`src/design/npf_pkg.sv`:
```
// Shared constants, codes and entry types for the nested block profiler.
package npf_pkg;

  localparam int REGION_COUNT = 128;
  localparam int NEST_DEPTH   = 16;

  localparam int REGION_W = $clog2(REGION_COUNT);
  localparam int LEVEL_W  = $clog2(NEST_DEPTH + 1);
  localparam int FRAME_W  = (NEST_DEPTH > 1) ? $clog2(NEST_DEPTH) : 1;

  localparam int OP_W     = 2;
  localparam int RIDX_W   = 7;
  localparam int TICK_W   = 64;
  localparam int STATUS_W = 2;
  localparam int HITS_W   = 32;

  localparam int IN_DATA_W  = 72;
  localparam int OUT_DATA_W = 168;

  localparam logic [OP_W-1:0] OP_ENTER = 2'd0;
  localparam logic [OP_W-1:0] OP_EXIT  = 2'd1;
  localparam logic [OP_W-1:0] OP_READ  = 2'd2;

  localparam logic [STATUS_W-1:0] ST_OK        = 2'd0;
  localparam logic [STATUS_W-1:0] ST_OVERFLOW  = 2'd1;
  localparam logic [STATUS_W-1:0] ST_UNDERFLOW = 2'd2;

  typedef struct packed {
    logic [HITS_W-1:0] hits;
    logic [TICK_W-1:0] excl;
    logic [TICK_W-1:0] incl;
  } region_entry_t;

  typedef struct packed {
    logic [REGION_W-1:0] region;
    logic [REGION_W-1:0] parent;
    logic [TICK_W-1:0]   start;
    logic [TICK_W-1:0]   saved;
  } frame_t;

endpackage

```
`src/design/npf_frame_mem.sv`:
```
// Nesting stack frame store: one registered read port, one write port.
module npf_frame_mem (
  input  logic                          clk_i,
  input  logic                          rd_en_i,
  input  logic [npf_pkg::FRAME_W-1:0]   rd_addr_i,
  output npf_pkg::frame_t               rd_data_o,
  input  logic                          wr_en_i,
  input  logic [npf_pkg::FRAME_W-1:0]   wr_addr_i,
  input  npf_pkg::frame_t               wr_data_i
);

  npf_pkg::frame_t mem [npf_pkg::NEST_DEPTH];
  npf_pkg::frame_t rd_q;

  always_ff @(posedge clk_i) begin
    if (wr_en_i) begin
      mem[wr_addr_i] <= wr_data_i;
    end
    if (rd_en_i) begin
      rd_q <= mem[rd_addr_i];
    end
  end

  assign rd_data_o = rd_q;

endmodule

```
`config.mk`:
```
export PLATFORM = sky130hd
export DESIGN_NAME = npf_frame_mem
export DESIGN_NICKNAME = d
export VERILOG_FILES = /design/src/design/npf_pkg.sv /design/src/design/npf_frame_mem.sv
export SDC_FILE = /design/constraint.sdc
export NUM_CORES = 2
export LEC_CHECK = 0
export ABC_AREA = 1
export ABC_CLOCK_PERIOD_IN_PS = 8000
export BUFFER_PORTS_ARGS = -buffer_cell sky130_fd_sc_hd__buf_4
export CORE_MARGIN = 4
export CORE_UTILIZATION = 30
export DETAILED_ROUTE_END_ITERATION = 16
export PLACE_DENSITY = 0.48
export SKIP_CTS_REPAIR_TIMING = 1
export SYNTH_ARGS = -nofsm -noshare
export SYNTH_HDL_FRONTEND = slang
export SYNTH_SLANG_ARGS = --single-unit
export TNS_END_PERCENT = 50
```
`constraint.sdc`:
```
create_clock -name clk_i -period 8 [get_ports clk_i]
set_clock_uncertainty 0.2 [all_clocks]
set_input_delay 0 -clock clk_i [delete_from_list [all_inputs] [get_ports clk_i]]
set_output_delay 0 -clock clk_i [all_outputs]
set_load 0.02 [all_outputs]
```
==> metrics.yaml <==
status: "complete, no violations"
die_w_um: 581
synth-compound-area-share: 0
first_pass_iters: 5
netSwitchingFraction: 0.233
post_synth_fa_ha_maj_area_fraction: 0
worstPathMaxFanout: 44
routed-via-count: 63400
grt_max_degree: 209
cts_buffers: 279
totalWireLength_mm: 291
gp_congestion: 0.730
cts.root.buffer_cell: "clkbuf_16"
area_growth_pct: 18.3
path_clk_slew_ns: 0.06
setup_tns_ns: 0
rows: 210
whs_path_depth: 2
antenna_found_initial: 58
hold_viol: 0
p_switching_mw: 6.59
syn_area_mm2: 0.0986
first_global_vias: 60900
crit_type: "primary input to flip-flop"
cts.htree.levels: 5
syn_avg_cell_area_um2: 11.4
die_area_mm2: 0.338
cts_tree: "built"
drive_gt1_frac: 0.0861
nFillCells: 31900
crit_start: "rd_addr_i[3]"
slew_headroom: 0.161
maxSlewViolCount: 0
yosysTopAreaCellShare: 0.735
cp-start-kind: "primary input"
max_freq_ghz: 0.266
netlist.top_cell.by_area: "edfxtp_1"
irDropWorstVdd_mv: 0.147
initial_utilization: 0.301
min_period_over_period: 0.471
synth_seq_cells: 2414
grt_pass1_wl_mm: 419
synth_cell_type_count: 15
min_from: "rd_en_i"
rsz0062_at_grt: "false"
reg2reg_depth: 6
required_ns: 8.52
ios: 295
synth-edff-count: 2414
gr-total-overflow: 0
synth_area_leaders: "edfxtp_1, nand2_1, nand3_1"
synth_ff_type: "edfxtp_1"
setup_violations: 0
clock_sinks: 2414
combPwrFrac: 0.065
clk_latency_ns: 0.87
clock_path_buffers: 4
syn-num-nets: 8781
synth_xor_area_frac: 0
yosys.area_share.simple: 0.204
drc: 0
synth-seq-area-share: 0.735
synthMostInstantiatedCell: "nand2_1"
p_per_area_mw_per_mm2: 242
yosysWarnings: 0
drv_cap: 0
fin_util: 0.356
nNetsFinal: 9294
synth_top_family_by_area: "simple AND/OR/NAND/NOR gates"
r2r_start: "mem[3][139]"
r2r_slack_ns: 6.39
end_kind: "flip-flop"
routedWlPerCell_um: 21.2
synth_common_cells: "nand2_1, edfxtp_1, nand3_1"
die_h_um: 581
place_hpwl_mm: 137
hold_class: "primary input to flip-flop"
drt_iter0_markers: 4973
muxShareOfSynthArea: 0
seqPwrFrac: 0.509
period_minus_slack_ns: 3.77
synth_cells: 8628
final_antenna_net_count: 0
cp.arrival_ns: 4.29
via_per_inst: 4.62
leakage_nw: 45.7
intPower_mw: 21.6
portBuffers: 294
tightest_slew_ns: 1.26
track_usage: 0.166
core-area_mm2: 0.327
clkPwrFrac: 0.426
synthArstFlopShare: 0
[kinds of logic (layout without fill, tap and decap cells)]
kind of cell | after synthesis | after routing
DFF | 2414 | 2414
buffers and inverters | 1426 | 2148
other | 0 | 21
and+or+nand+nor | 4788 | 4788
[worst max-delay path, stage by stage]
cell	delay [ns]
dlygate4sd3_1	0.53
dlygate4sd3_1	0.58
buf_8	0.24
buf_4	0.72
buf_4	0.87
buf_4	0.91
nand3_1	0.17
nand2_1	0.09
[final cells by class]
type	instances	area [um^2]	share of cell area
flip-flops and latches	2414	72500	0.622
multi-input cells	4788	20200	0.173
clock buffers	353	7370	0.0632
repair buffers	703	6310	0.0541
well taps	4346	5440	0.0466
inverters	955	3610	0.0310
clock inverters	137	1130	0.00972
diodes	21	52.6	0.000451
[flip-flops by register name, summed over array words and instances, names as in the netlist]
signal     cells
mem         2272
rd_data_o    142
[per-stage QoR]
step	cells	power, mW	cell area (um^2)	hold WS, ns	setup WS, ns
global route	13700	29.3	117000	0.0267	4.13
CTS	13400	28.4	114000	-0.867	5.26
floorplan	8628	15.6	98600	-0.101	1.04
detailed placement	12900	16.4	105000	0.103	4.29
finish	13700	28.2	117000	0.0349	4.23
global placement	12900	16.3	105000	0.0961	4.27
[routing by layer]
| layer | global-route usage | wire, um |
|---|---|---|
| met4 | 0.0487 | 7460 |
| met5 | 0 | 110 |
| met2 | 0.277 | 138000 |
| met3 | 0.0267 | 14800 |
| met1 | 0.223 | 130000 |
[worst paths after layout]
| check | end |
|---|---|
| max | rd_data_o[105] |
| min | rd_data_o[59] |
| min reg2reg | rd_data_o[89] |
| max reg2reg | rd_data_o[139] |
[power by group through the flow]
| stage | sequential (mW) | clock [mW] | combinational [mW] |
|---|---|---|---|
| 2_1_floorplan | 14.7 | 0 | 0.904 |
| 3_3_place_gp | 14.6 | 0 | 1.72 |
| 3_5_place_dp | 14.6 | 0 | 1.74 |
| 4_1_cts | 14.4 | 12.3 | 1.75 |
| 5_1_grt | 14.4 | 12.8 | 2.04 |
| 6_report | 14.4 | 12.0 | 1.84 |
[placed cells by master, fill, tap and decap left out, types with 34 or more instances in the layout]
cell type      instances
buf_4                377
clkbuf_1              69
clkbuf_16            284
clkinv_1              62
clkinv_2              34
dlygate4sd3_1        302
edfxtp_1            2414
inv_1                951
nand2_1             3116
nand3_1             1628
Power figures use the tool's default switching activity.
